$ cat src/utf8v_pkg.sv
`default_nettype none

package utf8v_pkg;

   localparam int unsigned ByteWidth = 8;
   localparam int unsigned CodeWidth = 21;

   typedef logic [ByteWidth-1:0] byte_type;
   typedef logic [CodeWidth-1:0] code_type;
   typedef logic [2:0]           seq_len_type;
   typedef logic [1:0]           remain_type;

   localparam code_type CpMax       = 21'h10FFFF;
   localparam code_type SurrogateLo = 21'h00D800;
   localparam code_type SurrogateHi = 21'h00DFFF;
   localparam code_type NoncharLo   = 21'h00FDD0;
   localparam code_type NoncharHi   = 21'h00FDEF;
   localparam code_type CpTab       = 21'h000009;
   localparam code_type CpDel       = 21'h00007F;
   localparam code_type MinLen1     = 21'h000020;
   localparam code_type MinLen2     = 21'h000080;
   localparam code_type MinLen3     = 21'h000800;
   localparam code_type MinLen4     = 21'h010000;

   localparam byte_type ContMask    = 8'hC0;
   localparam byte_type ContTag     = 8'h80;
   localparam byte_type ContPayload = 8'h3F;

   function automatic seq_len_type lead_len(input byte_type b);
      seq_len_type len;
      if (b < 8'h80) begin
         len = 3'd1;
      end else if (b < 8'hC0) begin
         len = 3'd0;
      end else if (b < 8'hE0) begin
         len = 3'd2;
      end else if (b < 8'hF0) begin
         len = 3'd3;
      end else if (b < 8'hF8) begin
         len = 3'd4;
      end else begin
         len = 3'd0;
      end
      return len;
   endfunction

   function automatic code_type lead_bits(input byte_type b, input seq_len_type len);
      byte_type mask;
      unique case (len)
         3'd2:    mask = 8'h1F;
         3'd3:    mask = 8'h0F;
         3'd4:    mask = 8'h07;
         default: mask = 8'hFF;
      endcase
      return {{(CodeWidth-ByteWidth){1'b0}}, b & mask};
   endfunction

   function automatic logic cp_ok(input code_type cp, input seq_len_type len);
      logic ok;
      logic below;
      ok    = 1'b1;
      below = 1'b0;
      unique case (len)
         3'd0:    below = 1'b1;
         3'd1:    below = (cp < MinLen1);
         3'd2:    below = (cp < MinLen2);
         3'd3:    below = (cp < MinLen3);
         3'd4:    below = (cp < MinLen4);
         default: ok = 1'b0;
      endcase
      if (below && (cp != CpTab)) ok = 1'b0;
      if (cp == CpDel) ok = 1'b0;
      if (cp > CpMax) ok = 1'b0;
      if ((cp >= SurrogateLo) && (cp <= SurrogateHi)) ok = 1'b0;
      if ((cp >= NoncharLo) && (cp <= NoncharHi)) ok = 1'b0;
      if (cp[15:1] == 15'h7FFF) ok = 1'b0;
      return ok;
   endfunction

endpackage

`default_nettype wire

$ cat src/utf8_stream_validator_top.sv
// The verdict is registered and appears on rsp_ in the cycle after the last byte's transaction.
// Throughput: one byte per cycle while req_stall is low; the decode state register updates once per byte.
// A last byte stalls only while an earlier verdict is still held on the response side.
// Reset (synchronous, active high) clears the decode state and the response valid.
`default_nettype none

module utf8_stream_validator_top
   import utf8v_pkg::*;
(
   input  wire logic       clock,
   input  wire logic       reset,
   input  wire logic       req_valid,
   output logic            req_stall,
   input  wire logic [7:0] req_data_byte,
   input  wire logic       req_last_byte,
   output logic            rsp_valid,
   input  wire logic       rsp_stall,
   output logic            rsp_is_valid
);

   logic        error_ff, error_in;
   remain_type  remain_ff, remain_in;
   seq_len_type len_ff, len_in;
   code_type    acc_ff, acc_in;
   logic        rsp_valid_ff, rsp_valid_in;
   logic        rsp_is_valid_ff, rsp_is_valid_in;

   logic        req_take;
   seq_len_type lead_class;
   code_type    acc_shift;
   remain_type  remain_dec;
   logic        err_step;
   remain_type  remain_step;
   seq_len_type len_step;
   code_type    acc_step;

   assign req_stall = rsp_valid_ff && rsp_stall && req_last_byte;
   assign req_take  = req_valid && !req_stall;

   assign lead_class = lead_len(req_data_byte);
   assign acc_shift  = {acc_ff[CodeWidth-7:0], req_data_byte[5:0] & ContPayload[5:0]};
   assign remain_dec = remain_ff - 2'd1;

   always_comb begin
      err_step    = error_ff;
      remain_step = remain_ff;
      len_step    = len_ff;
      acc_step    = acc_ff;
      if (!error_ff) begin
         if (remain_ff == 2'd0) begin
            if (lead_class == 3'd0) begin
               err_step = 1'b1;
            end else if (lead_class == 3'd1) begin
               if (!cp_ok({{(CodeWidth-ByteWidth){1'b0}}, req_data_byte}, 3'd1)) begin
                  err_step = 1'b1;
               end
            end else begin
               acc_step    = lead_bits(req_data_byte, lead_class);
               len_step    = lead_class;
               remain_step = 2'(lead_class - 3'd1);
               if (req_last_byte) err_step = 1'b1;
            end
         end else begin
            if ((req_data_byte & ContMask) != ContTag) begin
               err_step = 1'b1;
            end else begin
               acc_step    = acc_shift;
               remain_step = remain_dec;
               if (remain_dec == 2'd0) begin
                  if (!cp_ok(acc_shift, len_ff)) err_step = 1'b1;
                  len_step = '0;
                  acc_step = '0;
               end else if (req_last_byte) begin
                  err_step = 1'b1;
               end
            end
         end
         if (err_step) begin
            remain_step = '0;
            len_step    = '0;
            acc_step    = '0;
         end
      end
   end

   always_comb begin
      error_in        = error_ff;
      remain_in       = remain_ff;
      len_in          = len_ff;
      acc_in          = acc_ff;
      rsp_valid_in    = rsp_valid_ff && rsp_stall;
      rsp_is_valid_in = rsp_is_valid_ff;
      if (req_take) begin
         if (req_last_byte) begin
            error_in        = 1'b0;
            remain_in       = '0;
            len_in          = '0;
            acc_in          = '0;
            rsp_valid_in    = 1'b1;
            rsp_is_valid_in = !err_step;
         end else begin
            error_in  = err_step;
            remain_in = remain_step;
            len_in    = len_step;
            acc_in    = acc_step;
         end
      end
   end

   always_ff @(posedge clock) begin
      if (reset) begin
         error_ff     <= 1'b0;
         remain_ff    <= '0;
         len_ff       <= '0;
         acc_ff       <= '0;
         rsp_valid_ff <= 1'b0;
      end else begin
         error_ff     <= error_in;
         remain_ff    <= remain_in;
         len_ff       <= len_in;
         acc_ff       <= acc_in;
         rsp_valid_ff <= rsp_valid_in;
      end
   end

   always_ff @(posedge clock) begin
      rsp_is_valid_ff <= rsp_is_valid_in;
   end

   assign rsp_valid    = rsp_valid_ff;
   assign rsp_is_valid = rsp_is_valid_ff;

`ifndef SYNTHESIS
   a_len_tracks_remain: assert property (@(posedge clock) disable iff (reset)
      (remain_ff != 2'd0) |-> ((len_ff >= 3'd2) && ({1'b0, remain_ff} < len_ff)))
      else $error("sequence length inconsistent with pending continuation count");

   a_idle_len_clear: assert property (@(posedge clock) disable iff (reset)
      (remain_ff == 2'd0) |-> (len_ff == 3'd0))
      else $error("sequence length left set with no continuation pending");

   a_error_clears_decode: assert property (@(posedge clock) disable iff (reset)
      error_ff |-> ((remain_ff == 2'd0) && (acc_ff == '0)))
      else $error("decode state not cleared after fault");

   a_last_emits: assert property (@(posedge clock) disable iff (reset)
      (req_take && req_last_byte) |=> (rsp_valid_ff && !error_ff && (remain_ff == 2'd0)))
      else $error("last byte did not produce a verdict and clear state");
`endif

endmodule

`default_nettype wire
$ cat config.mk
export PLATFORM = sky130hd
export DESIGN_NAME = utf8_stream_validator_top
export DESIGN_NICKNAME = d
export VERILOG_FILES = /design/src/utf8v_pkg.sv /design/src/utf8_stream_validator_top.sv
export SDC_FILE = /design/constraint.sdc
export NUM_CORES = 1
export LEC_CHECK = 0
export BUFFER_PORTS_ARGS = -buffer_cell sky130_fd_sc_hd__buf_2
export CORE_ASPECT_RATIO = 1.75
export CORE_UTILIZATION = 52
export DETAILED_ROUTE_END_ITERATION = 10
export GPL_TIMING_DRIVEN = 0
export PLACE_DENSITY = 0.75
export REMOVE_ABC_BUFFERS = 1
export SETUP_SLACK_MARGIN = 0.05
export SYNTH_ARGS = -nofsm -noshare
export SYNTH_HDL_FRONTEND = slang
export SYNTH_SLANG_ARGS = --single-unit
$ cat constraint.sdc
create_clock -name clock -period 2.95 [get_ports clock]
set_clock_uncertainty 0.2 [all_clocks]
set_input_delay 0.1475 -clock clock [delete_from_list [all_inputs] [get_ports clock]]
set_output_delay 0.1475 -clock clock [all_outputs]
set_load 0.1 [all_outputs]
==> results.py, run 1 <==
metrics = {
    "status": {
        "status": "completed",
    },
    "synth": {
        "synth.most_common_cell": "dfxtp_1",
        "synth.largest_area_cell": "dfxtp_1",
        "synth-edff-count": 1,
        "synth_area_sq_um": 1460,
        "synthArstFlopShare_pct": 0,
        "synth_common_cells": "dfxtp_1, nand2_1, a21oi_1",
        "ys_warn_count": 0,
        "yosysSeqAreaShare_pct": 32.3,
        "synth.distinct_cells": 49,
        "synth_area_leaders": "dfxtp_1, a21oi_1, nand2_1",
        "dominantRegCellSynth": "dfxtp_1",
        "syn_avg_cell_area_sq_um": 8.33,
        "synth_top_area_share_pct": 30.2,
        "syn-instance-count": 175,
        "ys_ff_latch": 23,
    },
    "timing": {
        "fin_crit_sh_pct": 97.0,
        "relSlewSlack_pct": 45.3,
        "tightest_slew_ns": 0.816,
        "drv_slew": 0,
        "hold_ws_ns": 0.0135,
        "rsz0062_at_grt": "true",
        "setup_tns_ns": 0,
        "setup_ws_ns": 0.0871,
        "fmax_ghz": 0.349,
        "fin_crit_ns": 2.86,
        "setup_violations": 0,
        "hold_viol": 0,
    },
    "route": {
        "dr.pass1.iters": 4,
        "ant_nets": 0,
        "num_vias": 1417,
        "wire_per_inst_um": 16.0,
        "drc": 0,
        "wl_um": 3510,
        "viasPerCell": 6.47,
        "drtIter0Drc": 36,
    },
    "placed_design": {
        "io_buffers": 15,
        "place_ws_ns": -0.192,
        "dp_hpwl_um": 2580,
        "numPlacedInstances": 208,
        "gp_congestion": 0.892,
        "dpl_cell_area_sq_um": 1500,
    },
    "die": {
        "initial_utilization_pct": 54.2,
        "fp.dieW_um": 42.0,
        "die-area_sq_um": 3030,
        "io_pins": 16,
        "core_sq_um": 2690,
        "die_y_um": 72.0,
        "fp-row-count": 25,
    },
    "power": {
        "leakage_nw": 0.621,
        "ir_worst_vdd_v": 0.000339,
        "p_total_uw": 665,
        "power-per-cell-area_nw_per_um2": 406,
    },
    "cells_and_area": {
        "nets": 210,
        "fill_cells": 245,
        "drive_above_1_share_pct": 20.3,
        "area_delta_synth_final_pct": 12.4,
        "final-instance-count-excl-fill": 219,
        "finalInstanceArea_sq_um": 1640,
        "fin_util_pct": 60.9,
        "antenna_cells": 0,
    },
    "global_routing": {
        "grt_max_degree": 18,
        "grt_pass1_vias": 1415,
        "grt_usage_pct": 24.8,
        "grt_pass1_wl_um": 5800,
        "grt_antenna_before_repair": 0,
        "grt_overflow_total": 0,
    },
    "clock_network": {
        "htree_levels": 1,
        "cts.sinks": 23,
        "cts-root-buf": "clkbuf_8",
        "cts_buffers": 3,
        "cts_tree": "done",
        "post_cts.repair.setup_buffers": 0,
        "clk_path_buf_depth": 2,
        "clk_pin_slew_worst_paths_ns": 0.08,
        "clkLatencyLatePin_ns": 0.26,
    },
    "setup_path": {
        "reg2reg_from": "acc_ff[10]$_SDFFE_PP0P_",
        "worstRegToRegCells": 7,
        "cp-start-kind": "register",
        "cp_top_family": "simple AND/OR/NAND/NOR gates",
        "slowest_delay_ns": 0.57,
        "endpoint_kind": "register",
        "crit_top_cell": "or4_4",
        "worstSetupPathType": "register to register",
        "path_buf_inv": 0,
        "crit_arrival_ns": 2.82,
        "cp_max_fo": 16,
        "r2r_end": "acc_ff[0]$_SDFFE_PP0P_",
        "r2r_slack_ns": 0.09,
        "cp_slowest_cell": "or4_4",
        "path_cells": "or4_4, nor2_1, a21oi_1, or4_4, a31o_4, and2_4, a32o_1",
        "required_ns": 2.91,
    },
    "job": {
        "drv_cap": 0,
    },
    "hold_path": {
        "hp-class": "input port to register",
        "whs_path_depth": 2,
        "worstHoldEndpoint": "rsp_is_valid$_DFFE_PP_",
        "holdCritStartpoint": "rsp_stall",
    },
}
area by class of cell:
| cell class | count | area [sq um] | area share (%) |
|---|---|---|---|
| Inverter | 9 | 33.8 | 2.06 |
| Multi-Input combinational cell | 134 | 910 | 55.5 |
| Clock buffer | 4 | 45.0 | 2.75 |
| Tap cell | 27 | 33.8 | 2.06 |
| Timing Repair Buffer | 22 | 145 | 8.86 |
| Sequential cell | 23 | 470 | 28.7 |
worst reg2reg max path, delay by kind of cell (launching register included):
family	cells	cell delay [ns]
AO/OA/AOI/OAI	3	0.68
flip-flops	1	0.32
AND/OR/NAND/NOR	4	1.54
cell usage in the layout, fill, tap and decap left out, drive strengths merged, types with 4 or more instances in the layout:
cell / instances
a21oi: 18
a31o: 9
a32o: 7
buf: 15
clkbuf: 4
dfxtp: 22
dlygate4sd3: 7
ha: 4
inv: 8
nand2: 19
nand4: 7
nor2: 14
nor4: 4
o21ai: 6
how the worst max path moves through the flow:
stage / from / endpoint / slack (ns) / cells after the start
2_1_floorplan: acc_ff[10]$_SDFFE_PP0P_ / acc_ff[6]$_SDFFE_PP0P_ / 0.23 / 7
3_3_place_gp: req_data_byte[5] / acc_ff[4]$_SDFFE_PP0P_ / -0.11 / 12
3_5_place_dp: req_data_byte[5] / acc_ff[4]$_SDFFE_PP0P_ / -0.19 / 12
4_1_cts: acc_ff[10]$_SDFFE_PP0P_ / acc_ff[4]$_SDFFE_PP0P_ / 0.07 / 7
5_1_grt: acc_ff[10]$_SDFFE_PP0P_ / acc_ff[0]$_SDFFE_PP0P_ / 0.04 / 7
6_report: acc_ff[10]$_SDFFE_PP0P_ / acc_ff[0]$_SDFFE_PP0P_ / 0.09 / 7
sequential cells by signal (all words and copies together) (netlist names):
register / count
len_ff: 3
error_ff: 1
rsp_is_valid: 1
remain_ff: 2
acc_ff: 15
rsp_valid: 1
timing repair:
item | 4_1_cts | 5_1_grt
endpoints found under the setup margin | 15 | 18
hold buffers | 7 | 0
endpoints found under the hold margin | 7 | 0
gates resized for setup | 3 | 3
kinds of logic (layout without fill, tap and decap cells):
family                     count (synthesis)  in the layout  synth area share (%)
buffers and inverters                     18             35                  7.12
and+or+nand+nor                           69             69                  26.7
AOI/OAI and AO/OA                         60             60                  29.8
DFF                                       23             23                  32.3
muxes                                      1              1                 0.687
adders and majority gates                  4              4                  3.43
layer usage:
| metal | GRT usage (%) | vias up | share of wire (%) |
|---|---|---|---|
| met5 | 0 | - | 0 |
| met2 | 45.1 | 37 | 53 |
| li1 | - | 693 | - |
| met1 | 23.6 | 667 | 37 |
| met3 | 4.23 | 20 | 3.6 |
| met4 | 20.1 | 0 | 6.0 |
power breakdown:
| part | switching (mW) | total (mW) | internal [mW] |
|---|---|---|---|
| sequential | 0.00876 | 0.329 | 0.321 |
| combinational | 0.0922 | 0.143 | 0.0508 |
| clock | 0.0962 | 0.193 | 0.0964 |
| total | 0.197 | 0.665 | 0.468 |
Note: power is estimated with default switching activity, not from simulation.
==> run 2: changes to the inputs <==
CORE_UTILIZATION = 54   (was 52)
CTS_BUF_LIST = sky130_fd_sc_hd__clkbuf_2 sky130_fd_sc_hd__clkbuf_4 sky130_fd_sc_hd__clkbuf_8   (was unset)
PLACE_DENSITY = 0.77   (was 0.75)
==> run 2 against run 1 <==
  * Worst hold slack better by 0.0014 ns
  * Core utilization up 4.7 points
  * Sequential share of layout area shrank 0.28 points
  * Via count increased by 1.3%
  * Critical path type unchanged
==> results.py, run 2 (synthesized netlist as in run 1, its figures left out) <==
metrics = {
    "cells_and_area": {
        "area_delta_synth_final_pct": 13.5,
        "nets": 211,
        "fill_cells": 222,
        "regMostFlops": "acc_ff",
        "fin_util_pct": 65.6,
        "final-instance-count-excl-fill": 219,
        "final_cell_mix": "dfxtp_1, nand2_1, a21oi_1, buf_2, nor2_1",
        "largestRegisters": "acc_ff x15, len_ff x3, remain_ff x2",
        "antenna_cells": 0,
        "drive_above_1_share_pct": 21.8,
        "largest_register_ffs": 15,
        "mostFrequentLayoutCell": "dfxtp_1",
    },
    "route": {
        "viasPerCell": 6.56,
        "wire_per_inst_um": 17.1,
        "ant_nets": 0,
        "dr.pass1.iters": 4,
        "num_vias": 1436,
        "wl_um": 3730,
        "drtIter0Drc": 47,
        "drc": 0,
    },
    "power": {
        "power-per-cell-area_nw_per_um2": 412,
        "leakage_nw": 0.630,
        "ir_worst_vdd_v": 0.000511,
        "p_total_uw": 682,
    },
    "timing": {
        "tightest_slew_ns": 0.917,
        "setup_violations": 0,
        "rsz0062_at_grt": "false",
        "fin_crit_ns": 2.83,
        "setup_ws_ns": 0.119,
        "hold_viol": 0,
        "hold_ws_ns": 0.0149,
        "fin_crit_sh_pct": 96.0,
        "relSlewSlack_pct": 38.5,
        "fmax_ghz": 0.353,
        "drv_slew": 0,
    },
    "global_routing": {
        "grt_antenna_before_repair": 0,
        "grt_overflow_total": 0,
        "grt_pass1_wl_um": 6180,
        "grt_pass1_vias": 1410,
        "grt_usage_pct": 29.5,
        "grt_max_degree": 18,
    },
    "setup_path": {
        "path_buf_inv": 0,
        "worstRegToRegCells": 7,
        "worstSetupPathType": "register to register",
        "crit_path_end": "acc_ff[0]$_SDFFE_PP0P_",
        "cp-start-kind": "register",
        "cp_top_family": "simple AND/OR/NAND/NOR gates",
        "slowest_delay_ns": 0.58,
        "path_depth": 7,
        "cp_slowest_cell": "or4_4",
        "setup.worst_path.start": "acc_ff[10]$_SDFFE_PP0P_",
        "crit_arrival_ns": 2.79,
        "required_ns": 2.91,
        "crit_top_cell": "or4_4",
        "reg2reg_from": "acc_ff[10]$_SDFFE_PP0P_",
        "r2r_slack_ns": 0.12,
        "r2r_end": "acc_ff[0]$_SDFFE_PP0P_",
        "cp_max_fo": 11,
        "path_cells": "or4_4, nor4_4, mux2i_1, or4_4, a31o_4, and2_4, a32o_1",
        "endpoint_kind": "register",
    },
    "clock_network": {
        "cts-root-buf": "clkbuf_8",
        "htree_levels": 1,
        "clk_pin_slew_worst_paths_ns": 0.08,
        "cts_buffers": 3,
        "cts_tree": "done",
        "clk_path_buf_depth": 2,
        "clkLatencyLatePin_ns": 0.26,
        "cts.sinks": 23,
    },
    "die": {
        "core_sq_um": 2520,
        "die-area_sq_um": 2920,
        "die_y_um": 70.7,
        "fp-row-count": 24,
        "initial_utilization_pct": 57.8,
        "io_pins": 16,
        "fp.dieW_um": 41.3,
    },
    "placed_design": {
        "gp_congestion": 0.824,
        "io_buffers": 15,
        "place_ws_ns": -0.146,
        "dp_hpwl_um": 2700,
        "numPlacedInstances": 207,
    },
    "status": {
        "status": "completed",
    },
    "job": {
        "drv_cap": 0,
    },
    "hold_path": {
        "hp-class": "input port to register",
    },
}
-- run 2: worst min-delay path by stage --
stage	from	to	slack (ns)	depth (start not counted)
2_1_floorplan	reset	rsp_valid$_SDFF_PP0_	0.02	1
3_3_place_gp	req_data_byte[1]	acc_ff[1]$_SDFFE_PP0P_	0.19	2
3_5_place_dp	req_data_byte[1]	acc_ff[1]$_SDFFE_PP0P_	0.20	2
4_1_cts	rsp_stall	rsp_is_valid$_DFFE_PP_	0.01	2
5_1_grt	rsp_stall	rsp_is_valid$_DFFE_PP_	0.03	2
6_report	rsp_stall	rsp_is_valid$_DFFE_PP_	0.01	2
-- run 2: routing by layer --
metal  wire length, um  GRT usage (%)  vias to the layer above  part of all wire [%]
met5                 0              0                        -                     0
met4               145           15.1                        0                   3.9
met3               116           8.78                       18                   3.1
met2              2000           46.2                       41                    54
met1              1470           34.1                      679                    39
li1                  -              -                      698                     -
-- run 2: repair_timing --
item / 4_1_cts / 5_1_grt
hold endpoints to repair: 7 / 0
buffers inserted: 0 / 0
gates resized for setup: 3 / 5
gates cloned: 0 / 1
endpoints found under the setup margin: 15 / 21
hold buffers: 7 / 0
pin swaps: 1 / 2
-- run 2: final cells by class --
| type | instances | area (sq um) | share of cell area [%] |
|---|---|---|---|
| multi-input combinational | 135 | 923 | 55.8 |
| sequential | 23 | 470 | 28.4 |
| timing repair buffer | 22 | 145 | 8.77 |
| clock buffer | 4 | 48.8 | 2.95 |
| inverter | 9 | 33.8 | 2.04 |
| tap | 26 | 32.5 | 1.97 |
-- run 2: where the power goes --
part / switching [mW] / internal [mW]
Clock: 0.0978 / 0.106
Sequential: 0.00884 / 0.320
Combinational: 0.0956 / 0.0537
-- run 2: per-stage QoR --
stage               TNS [ns]  instance area [sq um]
finish                     0                   1650
global route               0                   1650
CTS                        0                   1620
detailed placement     -2.10                   1500
global placement       -1.35                   1500
floorplan                  0                   1390
==> run 3: changes to the inputs <==
==> constraint.sdc (replaced) <==
create_clock -name clock -period 2.95 [get_ports clock]
set_clock_uncertainty 0.2 [all_clocks]
set_input_delay 0.4425 -clock clock [delete_from_list [all_inputs] [get_ports clock]]
set_output_delay 0.4425 -clock clock [all_outputs]
set_load 0.1 [all_outputs]
==> run 3 against run 2 <==
  * Power grew 1.8%
  * Combinational power increased by 7%
  * Fmax hardly changed
  * Sequential share of layout area shrank 0.13 points
  * Sequential power about the same
  * Via count increased by 1.5%
  * Die area unchanged
  * Critical endpoint unchanged
  * Largest power group unchanged
==> results.py, run 3 (synthesized netlist as in run 1, its figures left out) <==
metrics = {
    "status": {
        "status": "completed",
    },
    "placed_design": {
        "numPlacedInstances": 207,
        "gp_congestion": 0.824,
        "dp_hpwl_um": 2700,
        "io_buffers": 15,
    },
    "timing": {
        "fin_crit_sh_pct": 95.9,
        "tightest_slew_ns": 0.970,
        "relSlewSlack_pct": 35.0,
        "hold_ws_ns": 0.220,
        "rsz0062_at_grt": "false",
        "fin_crit_ns": 2.83,
        "fmax_ghz": 0.353,
        "setup_violations": 0,
        "hold_viol": 0,
        "setup_tns_ns": 0,
        "drv_slew": 0,
    },
    "setup_path": {
        "cp-start-kind": "register",
        "r2r_slack_ns": 0.12,
        "worstSetupPathType": "register to register",
        "r2r_end": "acc_ff[0]$_SDFFE_PP0P_",
        "reg2reg_from": "acc_ff[10]$_SDFFE_PP0P_",
        "required_ns": 2.91,
        "setup.worst_path.start": "acc_ff[10]$_SDFFE_PP0P_",
        "cp_max_fo": 8,
        "crit_arrival_ns": 2.79,
        "worstRegToRegCells": 7,
        "crit_path_end": "acc_ff[0]$_SDFFE_PP0P_",
        "endpoint_kind": "register",
    },
    "clock_network": {
        "htree_levels": 1,
        "cts_buffers": 3,
        "cts_tree": "done",
        "cts.sinks": 23,
        "clk_pin_slew_worst_paths_ns": 0.08,
        "clkLatencyLatePin_ns": 0.26,
        "clk_path_buf_depth": 2,
        "cts-root-buf": "clkbuf_8",
    },
    "cells_and_area": {
        "final_cell_mix": "dfxtp_1, nand2_1, a21oi_1, nor2_1, buf_2",
        "antenna_cells": 0,
        "largest_register_ffs": 15,
        "largestRegisters": "acc_ff x15, len_ff x3, remain_ff x2",
        "fill_cells": 214,
        "regMostFlops": "acc_ff",
        "final-instance-count-excl-fill": 217,
        "mostFrequentLayoutCell": "dfxtp_1",
        "area_delta_synth_final_pct": 14.0,
        "fin_util_pct": 65.9,
        "drive_above_1_share_pct": 26.7,
        "nets": 209,
    },
    "power": {
        "ir_worst_vdd_v": 0.000534,
        "power-per-cell-area_nw_per_um2": 418,
        "leakage_nw": 0.625,
        "p_total_uw": 694,
    },
    "global_routing": {
        "grt_max_degree": 18,
        "grt_usage_pct": 28.7,
        "grt_pass1_wl_um": 5970,
        "grt_overflow_total": 0,
        "grt_antenna_before_repair": 0,
        "grt_pass1_vias": 1402,
    },
    "die": {
        "io_pins": 16,
        "fp-row-count": 24,
        "die_y_um": 70.7,
        "die-area_sq_um": 2920,
        "initial_utilization_pct": 57.8,
        "core_sq_um": 2520,
        "fp.dieW_um": 41.3,
    },
    "route": {
        "dr.pass1.iters": 5,
        "ant_nets": 0,
        "num_vias": 1457,
        "wl_um": 3810,
        "wire_per_inst_um": 17.5,
        "drtIter0Drc": 40,
        "viasPerCell": 6.71,
        "drc": 0,
    },
    "hold_path": {
        "hp-class": "input port to register",
    },
    "job": {
        "drv_cap": 0,
    },
}
[run 3: metal layers]
layer | track usage, % | share of wire [%] | vias up
li1 | - | - | 695
met1 | 30.7 | 38 | 688
met5 | 0 | 0 | -
met3 | 6.90 | 3.6 | 22
met4 | 17.6 | 5.3 | 0
met2 | 46.5 | 53 | 52
[run 3: worst max-delay path, cell delays in order, from the launching register on]
cell	delay, ns
dfxtp_1	0.32
or4_4	0.58
nor4_4	0.30
mux2i_1	0.12
or4_4	0.44
a31o_4	0.30
and2_4	0.20
a32o_1	0.26
[run 3: layout make-up]
cell class | instances | area [sq um] | share of cell area [%]
clock buffers | 4 | 48.8 | 2.94
inverters | 9 | 33.8 | 2.03
multi-input cells | 135 | 955 | 57.5
flip-flops and latches | 23 | 470 | 28.3
well taps | 26 | 32.5 | 1.96
repair buffers | 20 | 121 | 7.30
[run 3: per-stage QoR]
step	setup WS, ns	cell area [sq um]
final	0.121	1660
after floorplan	0.0418	1390
after detailed placement	-0.441	1500
after CTS	0.0666	1600
after global placement	-0.391	1500
after global routing	0.0532	1660
[run 3: where the power goes]
part           internal [mW]  leakage [nW]  total, mW  switching, mW
combinational         0.0577         0.411      0.159          0.101
sequential             0.320         0.187      0.329        0.00895
clock                  0.106        0.0262      0.206          0.101
total                  0.484         0.625      0.694          0.210
[run 3: worst min-delay path by stage]
stage / from / cells after the start / endpoint / slack (ns)
finish: req_data_byte[2] / 2 / acc_ff[2]$_SDFFE_PP0P_ / 0.22
CTS: req_data_byte[2] / 2 / acc_ff[2]$_SDFFE_PP0P_ / 0.22
global route: req_data_byte[2] / 2 / acc_ff[2]$_SDFFE_PP0P_ / 0.22
floorplan: acc_ff[10]$_SDFFE_PP0P_ / 1 / acc_ff[10]$_SDFFE_PP0P_ / 0.26
global placement: acc_ff[13]$_SDFFE_PP0P_ / 1 / acc_ff[13]$_SDFFE_PP0P_ / 0.27
detailed placement: acc_ff[12]$_SDFFE_PP0P_ / 1 / acc_ff[12]$_SDFFE_PP0P_ / 0.28
[run 3: timing repair]
action,in CTS,in global routing
setup buffers,2,3
hold buffers,0,0
cloned,1,0
pin swaps,0,1
setup endpoints to repair,21,21
gates resized for setup,9,10
